### config.mk
export PLATFORM = sky130hd
export DESIGN_NAME = line_follow_pid_drive_flat
export DESIGN_NICKNAME = d
export VERILOG_FILES = /design/src/rtl/lfpd_pkg.sv /design/src/rtl/lfpd_if.sv /design/src/rtl/lfpd_lane.sv /design/src/rtl/lfpd_merge.sv /design/src/rtl/line_follow_pid_drive.sv /design/src/flat_wrapper.sv
export SDC_FILE = /design/constraint.sdc
export NUM_CORES = 2
export LEC_CHECK = 0
export BUFFER_PORTS_ARGS = -buffer_cell sky130_fd_sc_hd__buf_2
export CAP_MARGIN = 0
export CORE_AREA = 2 2 410 371
export DETAILED_ROUTE_END_ITERATION = 7
export DIE_AREA = 0 0 412 373
export HOLD_SLACK_MARGIN = 0.02
export RECOVER_POWER = 100
export SYNTH_ARGS = -nofsm -noshare
export SYNTH_HDL_FRONTEND = slang
export SYNTH_SLANG_ARGS = --single-unit
### constraint.sdc
create_clock -name clk -period 10.7 [get_ports clk]
set_clock_uncertainty 0.05 [all_clocks]
set_input_delay 0 -clock clk [delete_from_list [all_inputs] [get_ports clk]]
set_output_delay 0 -clock clk [all_outputs]
set_load 0.02 [all_outputs]
### src/rtl/lfpd_pkg.sv
// lfpd_pkg: shared constants, types and codes of the line follower PD drive.
// No dependencies; every other file of the block depends on this package.
package lfpd_pkg;

  localparam int NUM_SENSORS      = 7;
  localparam int SAMPLE_BITS_DEF  = 12;
  localparam int SPEED_BITS       = 7;
  localparam int CFG_IDX_BITS     = 3;

  // Register map: indexes 0..6 are the per-sensor thresholds.
  localparam logic [CFG_IDX_BITS-1:0] CFG_BASE_SPEED = 3'd7;

  localparam int GAIN_OFFSET      = 1000;
  localparam int KD_RATIO         = 50;
  localparam int GAIN_SCALE       = 100000;
  localparam int SPEED_MAX        = 100;
  localparam int PIVOT_SPEED      = 25;
  localparam int SEARCH_SPEED     = 40;
  localparam int BASE_SPEED_RESET = 20;

  // Holds base_speed * GAIN_SCALE and the unsaturated band below SPEED_MAX * GAIN_SCALE.
  localparam int SCALED_BITS      = 24;

  // floor(x / 100000) == (x * ceil(2^40 / 100000)) >> 40 for every x below 1e7.
  localparam int RECIP_SHIFT      = 40;
  localparam logic [SCALED_BITS-1:0] RECIP_MULT = 24'd10995117;

  typedef enum logic [2:0] {
    ST_IDLE,
    ST_CMP,
    ST_PD,
    ST_MUL,
    ST_SUM,
    ST_DIVL,
    ST_DIVR,
    ST_OUT
  } state_t;

  typedef enum logic [2:0] {
    RULE_NONE,
    RULE_SEEK_POS,
    RULE_SEEK_NEG,
    RULE_PIVOT_LEFT,
    RULE_PIVOT_RIGHT,
    RULE_PD
  } rule_t;

  typedef struct packed {
    logic [NUM_SENSORS-1:0] above;
    logic [NUM_SENSORS-1:0] below;
  } cmp_t;

  typedef struct packed {
    logic pos;
    logic neg;
  } err_sign_t;

endpackage

### src/rtl/lfpd_if.sv
// lfpd_frame_if / lfpd_drive_if: valid-ready channels of the drive block.
// Depends on lfpd_pkg for default sample width and speed width.
interface lfpd_frame_if #(parameter int SAMPLE_BITS = lfpd_pkg::SAMPLE_BITS_DEF);
  logic                   valid;
  logic                   ready;
  logic [SAMPLE_BITS-1:0] sample_0;
  logic [SAMPLE_BITS-1:0] sample_1;
  logic [SAMPLE_BITS-1:0] sample_2;
  logic [SAMPLE_BITS-1:0] sample_3;
  logic [SAMPLE_BITS-1:0] sample_4;
  logic [SAMPLE_BITS-1:0] sample_5;
  logic [SAMPLE_BITS-1:0] sample_6;

  modport source (output valid, sample_0, sample_1, sample_2, sample_3, sample_4,
                  sample_5, sample_6, input ready);
  modport sink   (input valid, sample_0, sample_1, sample_2, sample_3, sample_4,
                  sample_5, sample_6, output ready);
endinterface

interface lfpd_drive_if;
  logic                            valid;
  logic                            ready;
  logic [lfpd_pkg::SPEED_BITS-1:0] left_speed;
  logic [lfpd_pkg::SPEED_BITS-1:0] right_speed;
  logic                            left_reverse;
  logic                            right_reverse;

  modport source (output valid, left_speed, right_speed, left_reverse, right_reverse,
                  input ready);
  modport sink   (input valid, left_speed, right_speed, left_reverse, right_reverse,
                  output ready);
endinterface

### src/rtl/lfpd_lane.sv
// lfpd_lane: one sensor lane, strict compare of a sample against its threshold.
// Depends on lfpd_pkg for the default sample width.
module lfpd_lane #(
  parameter int SAMPLE_BITS = lfpd_pkg::SAMPLE_BITS_DEF
) (
  input  logic [SAMPLE_BITS-1:0] sample,
  input  logic [SAMPLE_BITS-1:0] threshold,
  output logic                   above,
  output logic                   below
);

  // equal counts as neither
  assign above = sample > threshold;
  assign below = sample < threshold;

endmodule

### src/rtl/lfpd_merge.sv
// lfpd_merge: combines the seven lane flags and the stored error sign into a rule.
// Depends on lfpd_pkg (cmp_t, err_sign_t, rule_t).
module lfpd_merge (
  input  lfpd_pkg::cmp_t      cmp,
  input  lfpd_pkg::err_sign_t err,
  output lfpd_pkg::rule_t     rule
);
  import lfpd_pkg::*;

  logic lost;

  assign lost = (&cmp.above) || !(|cmp.above);

  always_comb begin
    rule = RULE_NONE;
    if (lost) begin
      if (err.pos) begin
        rule = RULE_SEEK_POS;
      end else if (err.neg) begin
        rule = RULE_SEEK_NEG;
      end
    end else if (cmp.above[0] && cmp.below[NUM_SENSORS-1]) begin
      rule = RULE_PIVOT_LEFT;
    end else if (cmp.below[0] && cmp.above[NUM_SENSORS-1]) begin
      rule = RULE_PIVOT_RIGHT;
    end else if (cmp.above[NUM_SENSORS/2]) begin
      rule = RULE_PD;
    end
  end

endmodule

### src/rtl/line_follow_pid_drive.sv
// line_follow_pid_drive: top level, seven compare lanes, rule merge and PD sequencer.
// Depends on lfpd_pkg, lfpd_frame_if / lfpd_drive_if, lfpd_lane and lfpd_merge.
//
//   channel  dir  handshake     word
//   frame    in   valid/ready   sample_0..sample_6, SAMPLE_BITS each
//   drive    out  valid/ready   left_speed, right_speed, left_reverse, right_reverse
//   cfg      in   cfg_we        cfg_index (0..6 thresholds, 7 base_speed), cfg_data
//
// One frame at a time. The sequencer steps a PD frame through compare, PD sum, gain
// multiply, speed sum, then two reciprocal multiplies through one shared multiplier,
// then output load. Lost-line and pivot frames go from compare to output load; frames
// with no result return to idle after compare.
// rst (sync, active high) clears thresholds, base_speed (to 20), last_error and
// the output valid flag. A waiting drive word does not block the next frame; only a new
// word bound for the drive register waits for it to empty.
module line_follow_pid_drive #(
  parameter int SAMPLE_BITS = lfpd_pkg::SAMPLE_BITS_DEF
) (
  input  logic                              clk,
  input  logic                              rst,
  input  logic                              cfg_we,
  input  logic [lfpd_pkg::CFG_IDX_BITS-1:0] cfg_index,
  input  logic [SAMPLE_BITS-1:0]            cfg_data,
  lfpd_frame_if.sink                        frame,
  lfpd_drive_if.source                      drive
);
  import lfpd_pkg::*;

  // Arithmetic widths, all signed but QW (the unsigned reciprocal product).
  localparam int EW = SAMPLE_BITS + 1;                          // error s1 - s5
  localparam int GOFF_BITS = $clog2(GAIN_OFFSET + 1) + 1;
  localparam int GW = (SAMPLE_BITS + 1 > GOFF_BITS) ? SAMPLE_BITS + 1 : GOFF_BITS;
  localparam int PW = SAMPLE_BITS + 8;                          // 51*e - 50*last
  localparam int NW = GW + PW;                                  // gain * pd
  localparam int XW = NW + 1;                                   // base*scale +/- n
  localparam int QW = 2 * SCALED_BITS;

  localparam logic signed [GW-1:0] G_OFF = GW'(GAIN_OFFSET);
  localparam logic signed [PW-1:0] K_E   = PW'(KD_RATIO + 1);
  localparam logic signed [PW-1:0] K_L   = PW'(KD_RATIO);
  localparam logic signed [XW-1:0] X_LO  = XW'(GAIN_SCALE);
  localparam logic signed [XW-1:0] X_HI  = XW'(GAIN_SCALE * SPEED_MAX);

  // Configuration
  logic [SAMPLE_BITS-1:0] thr [NUM_SENSORS];
  logic [SPEED_BITS-1:0]  base_speed;

  // Frame capture and sequencer
  logic [SAMPLE_BITS-1:0] smp [NUM_SENSORS];
  state_t                 state, state_next;
  logic                   frame_ready;
  logic                   accept;
  logic                   load_out;

  // Lane results and rule
  wire  [NUM_SENSORS-1:0] above_w;
  wire  [NUM_SENSORS-1:0] below_w;
  cmp_t                   cmp;
  err_sign_t              err_sign;
  rule_t                  rule_w;
  rule_t                  rule_r;

  // PD datapath
  logic signed [EW-1:0]   last_error;
  logic signed [EW-1:0]   err_w, err_r;
  logic signed [GW-1:0]   gain_w, gain_r;
  logic signed [PW-1:0]   e_x, l_x, pd_w, pd_r;
  logic signed [NW-1:0]   prod_w, n_r;
  logic [SCALED_BITS-1:0] base_scaled;
  logic signed [XW-1:0]   base_x, n_x, xl, xr;
  logic [SCALED_BITS-1:0] frac_l, frac_r, div_in;
  logic                   lo_l, hi_l, lo_r, hi_r;
  logic [QW-1:0]          qprod;
  logic [SPEED_BITS-1:0]  quot;
  logic [SPEED_BITS-1:0]  spd_l, spd_r;
  logic                   rev_l, rev_r;

  // Drive word register
  logic                   out_valid;
  logic [SPEED_BITS-1:0]  out_l, out_r;
  logic                   out_lrev, out_rrev;

  function automatic logic [SPEED_BITS-1:0] sat_speed(input logic lo, input logic hi,
                                                      input logic [SPEED_BITS-1:0] q);
    logic [SPEED_BITS-1:0] res;
    if (lo) begin
      res = '0;
    end else if (hi) begin
      res = SPEED_BITS'(SPEED_MAX);
    end else begin
      res = q;
    end
    return res;
  endfunction

  // ---------------------------------------------------------------- config
  always_ff @(posedge clk) begin
    if (rst) begin
      for (int i = 0; i < NUM_SENSORS; i++) begin
        thr[i] <= '0;
      end
      base_speed <= SPEED_BITS'(BASE_SPEED_RESET);
    end else if (cfg_we) begin
      case (cfg_index)
        CFG_BASE_SPEED: base_speed     <= cfg_data[SPEED_BITS-1:0];
        default:        thr[cfg_index] <= cfg_data;
      endcase
    end
  end

  // ---------------------------------------------------------------- capture
  assign accept      = frame.valid && frame_ready;
  assign frame.ready = frame_ready;

  always_ff @(posedge clk) begin
    if (accept) begin
      smp[0] <= frame.sample_0;
      smp[1] <= frame.sample_1;
      smp[2] <= frame.sample_2;
      smp[3] <= frame.sample_3;
      smp[4] <= frame.sample_4;
      smp[5] <= frame.sample_5;
      smp[6] <= frame.sample_6;
    end
  end

  // ---------------------------------------------------------------- lanes
  for (genvar g = 0; g < NUM_SENSORS; g++) begin : g_lane
    lfpd_lane #(
      .SAMPLE_BITS(SAMPLE_BITS)
    ) u_lane (
      .sample   (smp[g]),
      .threshold(thr[g]),
      .above    (above_w[g]),
      .below    (below_w[g])
    );
  end

  assign cmp.above    = above_w;
  assign cmp.below    = below_w;
  assign err_sign.neg = last_error[EW-1];
  assign err_sign.pos = !last_error[EW-1] && (last_error != '0);

  lfpd_merge u_merge (
    .cmp (cmp),
    .err (err_sign),
    .rule(rule_w)
  );

  // ---------------------------------------------------------------- datapath
  // error and gain come straight off the captured frame
  assign err_w  = $signed({1'b0, smp[1]}) - $signed({1'b0, smp[5]});
  assign gain_w = G_OFF - $signed({{(GW - SAMPLE_BITS){1'b0}}, smp[NUM_SENSORS/2]});

  // Kp*e + Kd*(e - last) scaled by 1e5 -> gain * (51*e - 50*last)
  assign e_x  = {{(PW - EW){err_r[EW-1]}}, err_r};
  assign l_x  = {{(PW - EW){last_error[EW-1]}}, last_error};
  assign pd_w = e_x * K_E - l_x * K_L;

  // GW x PW signed product; the operands carry only sign extension above that
  assign prod_w = {{(NW - GW){gain_r[GW-1]}}, gain_r} * {{(NW - PW){pd_r[PW-1]}}, pd_r};

  assign base_scaled = SCALED_BITS'(base_speed) * SCALED_BITS'(GAIN_SCALE);
  assign base_x      = $signed({{(XW - SCALED_BITS){1'b0}}, base_scaled});
  assign n_x         = {n_r[NW-1], n_r};
  assign xl          = base_x - n_x;
  assign xr          = base_x + n_x;

  // Shared divide-by-1e5; only reached inside the unsaturated band, where it is exact.
  assign div_in = (state == ST_DIVL) ? frac_l : frac_r;
  assign qprod  = QW'(div_in) * QW'(RECIP_MULT);
  assign quot   = qprod[RECIP_SHIFT +: SPEED_BITS];

  always_ff @(posedge clk) begin
    case (state)
      ST_CMP: begin
        err_r  <= err_w;
        gain_r <= gain_w;
        rule_r <= rule_w;
        rev_l  <= (rule_w == RULE_PIVOT_LEFT);
        rev_r  <= (rule_w == RULE_PIVOT_RIGHT);
        case (rule_w)
          RULE_SEEK_POS: begin
            spd_l <= '0;
            spd_r <= SPEED_BITS'(SEARCH_SPEED);
          end
          RULE_SEEK_NEG: begin
            spd_l <= SPEED_BITS'(SEARCH_SPEED);
            spd_r <= '0;
          end
          RULE_PIVOT_LEFT, RULE_PIVOT_RIGHT: begin
            spd_l <= SPEED_BITS'(PIVOT_SPEED);
            spd_r <= SPEED_BITS'(PIVOT_SPEED);
          end
          default: begin
            spd_l <= '0;
            spd_r <= '0;
          end
        endcase
      end
      ST_PD:  pd_r <= pd_w;
      ST_MUL: n_r  <= prod_w;
      ST_SUM: begin
        // truncation toward zero: anything below one scale step is speed 0
        lo_l   <= xl < X_LO;
        hi_l   <= xl >= X_HI;
        frac_l <= xl[SCALED_BITS-1:0];
        lo_r   <= xr < X_LO;
        hi_r   <= xr >= X_HI;
        frac_r <= xr[SCALED_BITS-1:0];
      end
      ST_DIVL: spd_l <= sat_speed(lo_l, hi_l, quot);
      ST_DIVR: spd_r <= sat_speed(lo_r, hi_r, quot);
      default: ;
    endcase
  end

  // ---------------------------------------------------------------- sequencer
  always_ff @(posedge clk) begin
    if (rst) begin
      state <= ST_IDLE;
    end else begin
      state <= state_next;
    end
  end

  always_comb begin
    state_next  = state;
    frame_ready = 1'b0;
    load_out    = 1'b0;
    case (state)
      ST_IDLE: begin
        frame_ready = 1'b1;
        if (frame.valid) begin
          state_next = ST_CMP;
        end
      end
      ST_CMP: begin
        if (rule_w == RULE_NONE) begin
          state_next = ST_IDLE;
        end else if (rule_w == RULE_PD) begin
          state_next = ST_PD;
        end else begin
          state_next = ST_OUT;
        end
      end
      ST_PD:   state_next = ST_MUL;
      ST_MUL:  state_next = ST_SUM;
      ST_SUM:  state_next = ST_DIVL;
      ST_DIVL: state_next = ST_DIVR;
      ST_DIVR: state_next = ST_OUT;
      ST_OUT: begin
        if (!out_valid || drive.ready) begin
          load_out   = 1'b1;
          state_next = ST_IDLE;
        end
      end
      default: state_next = ST_IDLE;
    endcase
  end

  // last_error moves only when a PD word is committed
  always_ff @(posedge clk) begin
    if (rst) begin
      last_error <= '0;
    end else if (load_out && (rule_r == RULE_PD)) begin
      last_error <= err_r;
    end
  end

  // ---------------------------------------------------------------- drive word
  always_ff @(posedge clk) begin
    if (rst) begin
      out_valid <= 1'b0;
    end else if (load_out) begin
      out_valid <= 1'b1;
    end else if (drive.ready) begin
      out_valid <= 1'b0;
    end
  end

  always_ff @(posedge clk) begin
    if (load_out) begin
      out_l    <= spd_l;
      out_r    <= spd_r;
      out_lrev <= rev_l;
      out_rrev <= rev_r;
    end
  end

  assign drive.valid         = out_valid;
  assign drive.left_speed    = out_l;
  assign drive.right_speed   = out_r;
  assign drive.left_reverse  = out_lrev;
  assign drive.right_reverse = out_rrev;

  // ---------------------------------------------------------------- checks
  a_speed_range: assert property (@(posedge clk) disable iff (rst)
    out_valid |-> (out_l <= SPEED_BITS'(SPEED_MAX)) && (out_r <= SPEED_BITS'(SPEED_MAX)))
    else $error("drive speed above limit");

  a_pivot_word: assert property (@(posedge clk) disable iff (rst)
    out_valid && (out_lrev || out_rrev) |->
      !(out_lrev && out_rrev) && (out_l == SPEED_BITS'(PIVOT_SPEED)) &&
      (out_r == SPEED_BITS'(PIVOT_SPEED)))
    else $error("reverse set outside a pivot word");

  a_err_update: assert property (@(posedge clk) disable iff (rst)
    !$past(rst) && !$stable(last_error) |-> $past(load_out && (rule_r == RULE_PD)))
    else $error("last_error changed without a PD word");

  a_hold_out: assert property (@(posedge clk) disable iff (rst)
    (state == ST_OUT) && out_valid && !drive.ready |=> (state == ST_OUT))
    else $error("new word left while drive register full");

  a_accept_cmp: assert property (@(posedge clk) disable iff (rst)
    accept |=> (state == ST_CMP))
    else $error("accepted frame not compared next cycle");

endmodule
### src/flat_wrapper.sv
// flat-port wrapper written by rule: the top's interface ports become plain ports
module line_follow_pid_drive_flat import lfpd_pkg::*;
#(
  parameter int SAMPLE_BITS = lfpd_pkg::SAMPLE_BITS_DEF
)
  (clk, rst, cfg_we, cfg_index, cfg_data, frame_valid, frame_sample_0, frame_sample_1, frame_sample_2, frame_sample_3, frame_sample_4, frame_sample_5, frame_sample_6, frame_ready, drive_valid, drive_left_speed, drive_right_speed, drive_left_reverse, drive_right_reverse, drive_ready);
  lfpd_frame_if #(.SAMPLE_BITS(SAMPLE_BITS)) frame_i ();
  lfpd_drive_if drive_i ();
  input  logic clk;
  input  logic rst;
  input  logic cfg_we;
  input  logic [lfpd_pkg::CFG_IDX_BITS-1:0] cfg_index;
  input  logic [SAMPLE_BITS-1:0] cfg_data;
  input wire logic [$bits(frame_i.valid)-1:0] frame_valid;
  input wire logic [$bits(frame_i.sample_0)-1:0] frame_sample_0;
  input wire logic [$bits(frame_i.sample_1)-1:0] frame_sample_1;
  input wire logic [$bits(frame_i.sample_2)-1:0] frame_sample_2;
  input wire logic [$bits(frame_i.sample_3)-1:0] frame_sample_3;
  input wire logic [$bits(frame_i.sample_4)-1:0] frame_sample_4;
  input wire logic [$bits(frame_i.sample_5)-1:0] frame_sample_5;
  input wire logic [$bits(frame_i.sample_6)-1:0] frame_sample_6;
  output wire logic [$bits(frame_i.ready)-1:0] frame_ready;
  output wire logic [$bits(drive_i.valid)-1:0] drive_valid;
  output wire logic [$bits(drive_i.left_speed)-1:0] drive_left_speed;
  output wire logic [$bits(drive_i.right_speed)-1:0] drive_right_speed;
  output wire logic [$bits(drive_i.left_reverse)-1:0] drive_left_reverse;
  output wire logic [$bits(drive_i.right_reverse)-1:0] drive_right_reverse;
  input wire logic [$bits(drive_i.ready)-1:0] drive_ready;
  assign frame_i.valid = frame_valid;
  assign frame_i.sample_0 = frame_sample_0;
  assign frame_i.sample_1 = frame_sample_1;
  assign frame_i.sample_2 = frame_sample_2;
  assign frame_i.sample_3 = frame_sample_3;
  assign frame_i.sample_4 = frame_sample_4;
  assign frame_i.sample_5 = frame_sample_5;
  assign frame_i.sample_6 = frame_sample_6;
  assign frame_ready = frame_i.ready;
  assign drive_valid = drive_i.valid;
  assign drive_left_speed = drive_i.left_speed;
  assign drive_right_speed = drive_i.right_speed;
  assign drive_left_reverse = drive_i.left_reverse;
  assign drive_right_reverse = drive_i.right_reverse;
  assign drive_i.ready = drive_ready;
  line_follow_pid_drive #(.SAMPLE_BITS(SAMPLE_BITS)) u_core (.clk(clk), .rst(rst), .cfg_we(cfg_we), .cfg_index(cfg_index), .cfg_data(cfg_data), .frame(frame_i), .drive(drive_i));
endmodule
After elaboration in Yosys (flattened, before gate mapping)
Memories as Yosys holds them, arrays and structs flattened. Cells that the tools add are included. Widths: inputs -> output; s select.

RAM bits: 168. Bits of input ports: 104. Bits in read-only memories: 0. Bits in latches: 0. Output and inout port bits: 18. Memories kept: 2. Register bits: 190.

Memory list: u_core.smp (depth 7, bits a word 12, read ports 7, clocked after memory_dff 0, wr ports 7, RTL line line_follow_pid_drive.sv:49) `logic [SAMPLE_BITS-1:0] smp [NUM_SENSORS];`; u_core.thr (depth 7, bits a word 12, read ports 7, clocked after memory_dff 0, wr ports 7, RTL line line_follow_pid_drive.sv:45) `logic [SAMPLE_BITS-1:0] thr [NUM_SENSORS];`.

Equality and inequality tests: 16. Muxes and demuxes: 36. Divide/modulo/power cells: 0. Shifts and indexed selects: 0. $mul: 5. Reductions and logical operators: 22. Bitwise gates (word level): 0. Order comparisons: 13. $add $sub $neg: 5.

Operators by type and width (number): $gt 12x12->1 (7); $ge 34x25->1 const B (2); $lt 34x18->1 const B (2); $mul 24x24->47 const B (1); $add 25x33->34 (1); $sub 25x33->34 (1); $mul 13x20->33 (1); $mux 7 (4); $pmux 7 s2 (2); $mux 3 (9); $eq 3x3->1 const B (8); $lt 12x12->1 (2); $mux 24 (1); $pmux 3 s8 (1); $pmux 6 s2 (2); $mul 13x7->20 const B (1); $sub 20x20->20 (1); $mul 13x6->19 const B (1); $mul 7x12->19 const B (1); $mux 1 (14); $reduce_bool 13->1 (1); $sub 10x12->13 const A (1); $sub 12x12->13 (1); $eq 3x2->1 const B (4); other kinds (15) (28).

Longest topological paths before layout
An unclocked memory read counts as a cell.

Depth in word-level cells: 10. Mapped depth: 30.

Modules after synthesis
A second synthesis with hierarchy kept.

Cell total of the unflattened synthesis: 4014. Area total of the unflattened synthesis: 41592.4 um^2.

Modules (own cells, without submodules): line_follow_pid_drive (area each 39335.2 um^2, instances 1, cells an instance 3691); lfpd_lane (area each 307.8 um^2, instances 7, cells an instance 44); lfpd_merge (area each 102.6 um^2, instances 1, cells an instance 15).

Worst setup path after synthesis
OpenSTA, ideal clock, no wires.

Path type: register -> register. Start: register u_core.state[0]. End: register u_core.spd_l[2] (data pin). Clock period less this slack: 8625 ps. Arrival: 8320 ps. Path buffers: 2. Path slack: 2075 ps. Cell stages (with the launch flop): 31. Cells stage by stage: dfxtp_1 -> nor2b_1 -> and2_1 -> clkbuf_1 -> clkbuf_1 -> mux2i_1 -> inv_1 -> ha_1 -> inv_1 -> fa_1 -> fa_1 -> inv_1 -> fa_1 -> inv_1 -> fa_1 -> inv_1 -> fa_1 -> inv_1 -> fa_1 -> inv_1 -> ha_1 -> a21oi_1 -> o22ai_1 -> o21a_1 -> or4b_2 -> o22ai_1 -> o21ai_0 -> a21o_1 -> a21oi_1 -> xnor2_1 -> o21a_1.

Word-level cells in the longest chain between the ends: 6. Elaborated cells between the ends (all ways): 7. Classes of those cells: 1 x mul; 2 x eq/ne; 4 x mux.

RTL lines: from (decl) (RTL line line_follow_pid_drive.sv:50) `state_t state, state_next;`; from (signal assigned) (RTL line line_follow_pid_drive.sv:223) `state <= state_next;`; $eq 3x3->1 (RTL line line_follow_pid_drive.sv:170, line_follow_pid_drive.sv:175); $mux 24 (RTL line line_follow_pid_drive.sv:170) `assign div_in = (state == ST_DIVL) ? frac_l : frac_r;`; $mul 24x24->47 (RTL line line_follow_pid_drive.sv:171) `assign qprod = QW'(div_in) * QW'(RECIP_MULT);`; $mux 7 (RTL line line_follow_pid_drive.sv:88) `end else if (hi) begin`; $mux 7 (RTL line line_follow_pid_drive.sv:86) `if (lo) begin`; $pmux 7 s2 * (RTL line line_follow_pid_drive.sv:175) `case (state)`; to (signal assigned) (RTL line line_follow_pid_drive.sv:188) `spd_l <= SPEED_BITS'(SEARCH_SPEED);`; to (signal assigned) (RTL line line_follow_pid_drive.sv:192) `spd_l <= SPEED_BITS'(PIVOT_SPEED);`; to (signal assigned) (RTL line line_follow_pid_drive.sv:212) `ST_DIVL: spd_l <= sat_speed(lo_l, hi_l, quot);`; to (decl) (RTL line line_follow_pid_drive.sv:75) `logic [SPEED_BITS-1:0] spd_l, spd_r;`.

Mark *: on every way between the ends. The rest lies on a longest branch, timed or not. A chain may end at the register's enable or synchronous reset.

Final worst setup path
Start: register u_core.state[0]. End: register u_core.spd_r[2] (data pin).

Word-level cells in the longest chain between the ends: 6. Elaborated cells between the ends (all ways): 8. Classes of those cells: 1 x mul; 3 x eq/ne; 4 x mux.

RTL lines: $eq 3x3->1 (RTL line line_follow_pid_drive.sv:170); $mux 24 (RTL line line_follow_pid_drive.sv:170); $mul 24x24->47 (RTL line line_follow_pid_drive.sv:171); $mux 7 (RTL line line_follow_pid_drive.sv:88); $mux 7 (RTL line line_follow_pid_drive.sv:86); $pmux 7 s2 * (RTL line line_follow_pid_drive.sv:175); to (signal assigned) (RTL line line_follow_pid_drive.sv:185) `spd_r <= SPEED_BITS'(SEARCH_SPEED);`; to (signal assigned) (RTL line line_follow_pid_drive.sv:193) `spd_r <= SPEED_BITS'(PIVOT_SPEED);`; to (signal assigned) (RTL line line_follow_pid_drive.sv:213) `ST_DIVR: spd_r <= sat_speed(lo_r, hi_r, quot);`; to (decl) (RTL line line_follow_pid_drive.sv:75).

Marks and branches as above.

==> metrics.md <==
| Metric | Value |
|---|---|
| Post-synth top area share | `26.2%` |
| Dpl hpwl | `81,600 um` |
| Max clock buf depth | `3` |
| CTS Buf Count | `41` |
| Compound-Gate Fraction of Synth Area | `6.91%` |
| Crit. End Element | `register` |
| Synthesized area | `41,600 sq um` |
| Crit-path most repeated cell | `fa_1` |
| Port bufs | `121` |
| WHS | `0.0616 ns` |
| Post-cts resize count | `0` |
| Vias in the first global route | `29,524` |
| CP bufs+invs | `7` |
| Run status | `complete, but fails checks` |
| CP startpoint | `u_core.state[0]` |
| Final Slew Violations | `249` |
| CP max FO | `17` |
| Post-Synth XOR/XNOR Area | `3.12%` |
| Post-synthesis mux area share | `1.20%` |
| Post-Synth Adder-Cell Area | `44.9%` |
| Post-synth EDFFs | `321` |
| Avg Cell Area, Syn | `10.4 sq um` |
| Pre-antenna DRT Iters | `6` |
| Antenna violations before repair | `3` |
| Clock sink count | `357` |
| Worst-path clk slew | `0.06 ns` |
| GRT overflow | `0` |
| Hold Path Origin | `frame_sample_4[11]` |
| Overall Global Routing Usage | `13.0%` |
| # IOs | `122` |
| CP max stage delay | `0.86 ns` |
| Maxcap violations | `6` |
| GR Util met3 | `1.86%` |
| Global routing usage on met1 | `18.8%` |
| Cell taking the most area after synthesis | `fa_1` |
| Final ANT Viol Nets | `0` |
| WS Path Type | `register to register` |
| First-pass GRT wire length | `161,000 um` |
| Starting DRT DRC Count | `1,495` |
| R2R Path Start | `u_core.state[0]` |
| RSZ-0062 raised after global routing | `false` |
| Drc violations | `0` |
| Die area | `154,000 sq um` |
| P&R area growth vs syn | `12.6%` |
| Final setup TNS | `0 ns` |
| H-tree depth | `2` |
| Met2 Track Usage GR | `21.0%` |
| WL final | `98,400 um` |
| Sequential share of the synthesized area | `24.9%` |
| Yosys reg bits | `357` |
| Clk_lat worst skew | `0.59 ns` |
| Most common cell after layout, fill and taps aside | `inv_1` |
| CP top delay family | `adder cells` |
| Fmax | `0.102 GHz` |
| Crit path DAT | `10.05 ns` |
| Post-CTS Setup Inserts | `0` |
| Dominant synthesized flop cell | `edfxtp_1` |
| Critical Path Start Type | `register` |
| Failing checks | `max-capacitance violations, max-slew violations` |
| FP Rows | `135` |
| Largest net degree at the start of global routing | `76` |
| Ys Warns | `0` |
| Via Count | `27,709` |
| Largest cells by area after synthesis | `fa_1 (26%), edfxtp_1 (23%), ha_1 (19%), inv_1 (8.5%), nand2_1 (2.5%)` |
| Commonest non-fill, non-tap cells in the layout | `inv_1 (939), ha_1 (623), fa_1 (543)` |
| RD Place Congestion | `0.913` |
| Least-Margin Pin Slew | `4.07 ns` |
| Hold Fails Final Rpt | `0` |
| Synth cell types | `74` |
| Post-Syn Instances | `4,000` |
| Hold_buf cts | `122` |
| CP max-delay cell | `and2_1` |
| Worst rel slew slack | `-171%` |
| Clk root buf | `clkbuf_16` |
| Simple-gate share of the synthesized area | `9.60%` |
| CTS tree | `done` |
| Setup violations, final | `0` |
| Die Wd | `412 um` |
| NumNets Final | `5,479` |
| Worst EP required | `10.97 ns` |
| Core area | `150,000 sq um` |
| Via-per-instance ratio | `4.45` |
| Min Tclk post-route | `9.78 ns` |
| Worst Hold Class | `input pin to register` |
| Synth async-reset ratio | `0%` |
| Fraction of layout cells with a size suffix above 1 | `3.89%` |
| Grt peak-use layer | `met2` |
| Largest family of logic cells by synthesized area | `adder cells` |
| Die height | `373 um` |
| Syn nets | `5,270` |
| Crit share post-route | `91.4%` |
| Average wire per standard cell | `15.8 um` |
| Initial core utilization | `27.8%` |
[final timing paths]
kind / end / slack (ns) / cells after the start
max reg2reg: u_core.spd_r[2] / 0.92 / 28
min: u_core.smp[4][11] / 0.06 / 2
min reg2reg: u_core.drive.right_speed[4] / 0.38 / 0
max: u_core.spd_r[2] / 0.92 / 28
[routing by layer]
| metal | vias up | share of wire [%] |
|---|---|---|
| met1 | 13835 | 49 |
| met4 | 2 | 1.1 |
| li1 | 13288 | - |
| met3 | 71 | 4.6 |
| met5 | - | 0.013 |
| met2 | 513 | 46 |
[final cells by class]
cell class,count,area (sq um)
Inverter,939,3520
Timing Repair Buffer,253,1820
Sequential cell,357,10400
Clock inverter,18,159
Multi-Input combinational cell,2617,27300
Fill cell,15397,103000
Antenna cell,2,5.00
Clock buffer,58,1150
Tap cell,1986,2480
[stage by stage]
stage / instances / setup slack [ns] / area [sq um] / utilization (%)
3_5_place_dp: 6030 / 1.14 / 44400 / 29.7
5_1_grt: 6229 / 0.263 / 46800 / 31.3
3_3_place_gp: 6030 / 1.30 / 44400 / 29.7
4_1_cts: 6228 / 1.12 / 46900 / 31.4
6_report: 6230 / 0.921 / 46800 / 31.3
2_1_floorplan: 4000 / 2.08 / 41600 / -
[worst reg2reg max path, delay by kind of cell (launching register included)]
family / cells / cell delay (ns)
AOI/OAI and AO/OA: 8 / 1.75
xor gates and xnor gates: 1 / 0.11
adders and majority gates: 8 / 3.67
buffers and inverters: 7 / 1.30
DFF: 1 / 0.53
muxes: 1 / 0.45
and+or+nand+nor: 3 / 1.65
[registers in the layout, summed over array words and instances, names as in the netlist, 13 cells and up]
| name | count |
|---|---|
| u_core.smp | 84 |
| u_core.last_error | 13 |
| u_core.frac_r | 24 |
| u_core.gain_r | 13 |
| u_core.n_r | 33 |
| u_core.thr | 84 |
| u_core.err_r | 13 |
| u_core.pd_r | 20 |
| u_core.frac_l | 23 |
[cells in the mapped netlist (all sizes together), types with 13 or more instances]
library cell    n
nand4          30
o21bai         13
inv           939
and2          109
a21oi         124
nor3           32
nand3          44
edfxtp        321
xnor2         106
mux2i          46
a31oi          18
buf            14
ha            623
xor2           42
nand2         272
clkbuf         73
o21ai          62
nand2b         48
dfxtp          36
a211oi         15
nor2b          27
or3            14
a21o           65
fa            543
o21a           28
nor2          189
[kinds of logic (layout without fill, tap and decap cells)]
family          Yosys count  in the layout
simple gates            825            825
xor+xnor                148            148
mux                      49             49
fa+ha+maj              1166           1166
compound gates          429            429
flops                   357            357
other cells               0              2
buf+inv                1026           1268
Power is not shown: default switching activity piles up to over one toggle a cycle in this logic, so the estimate is an artifact.
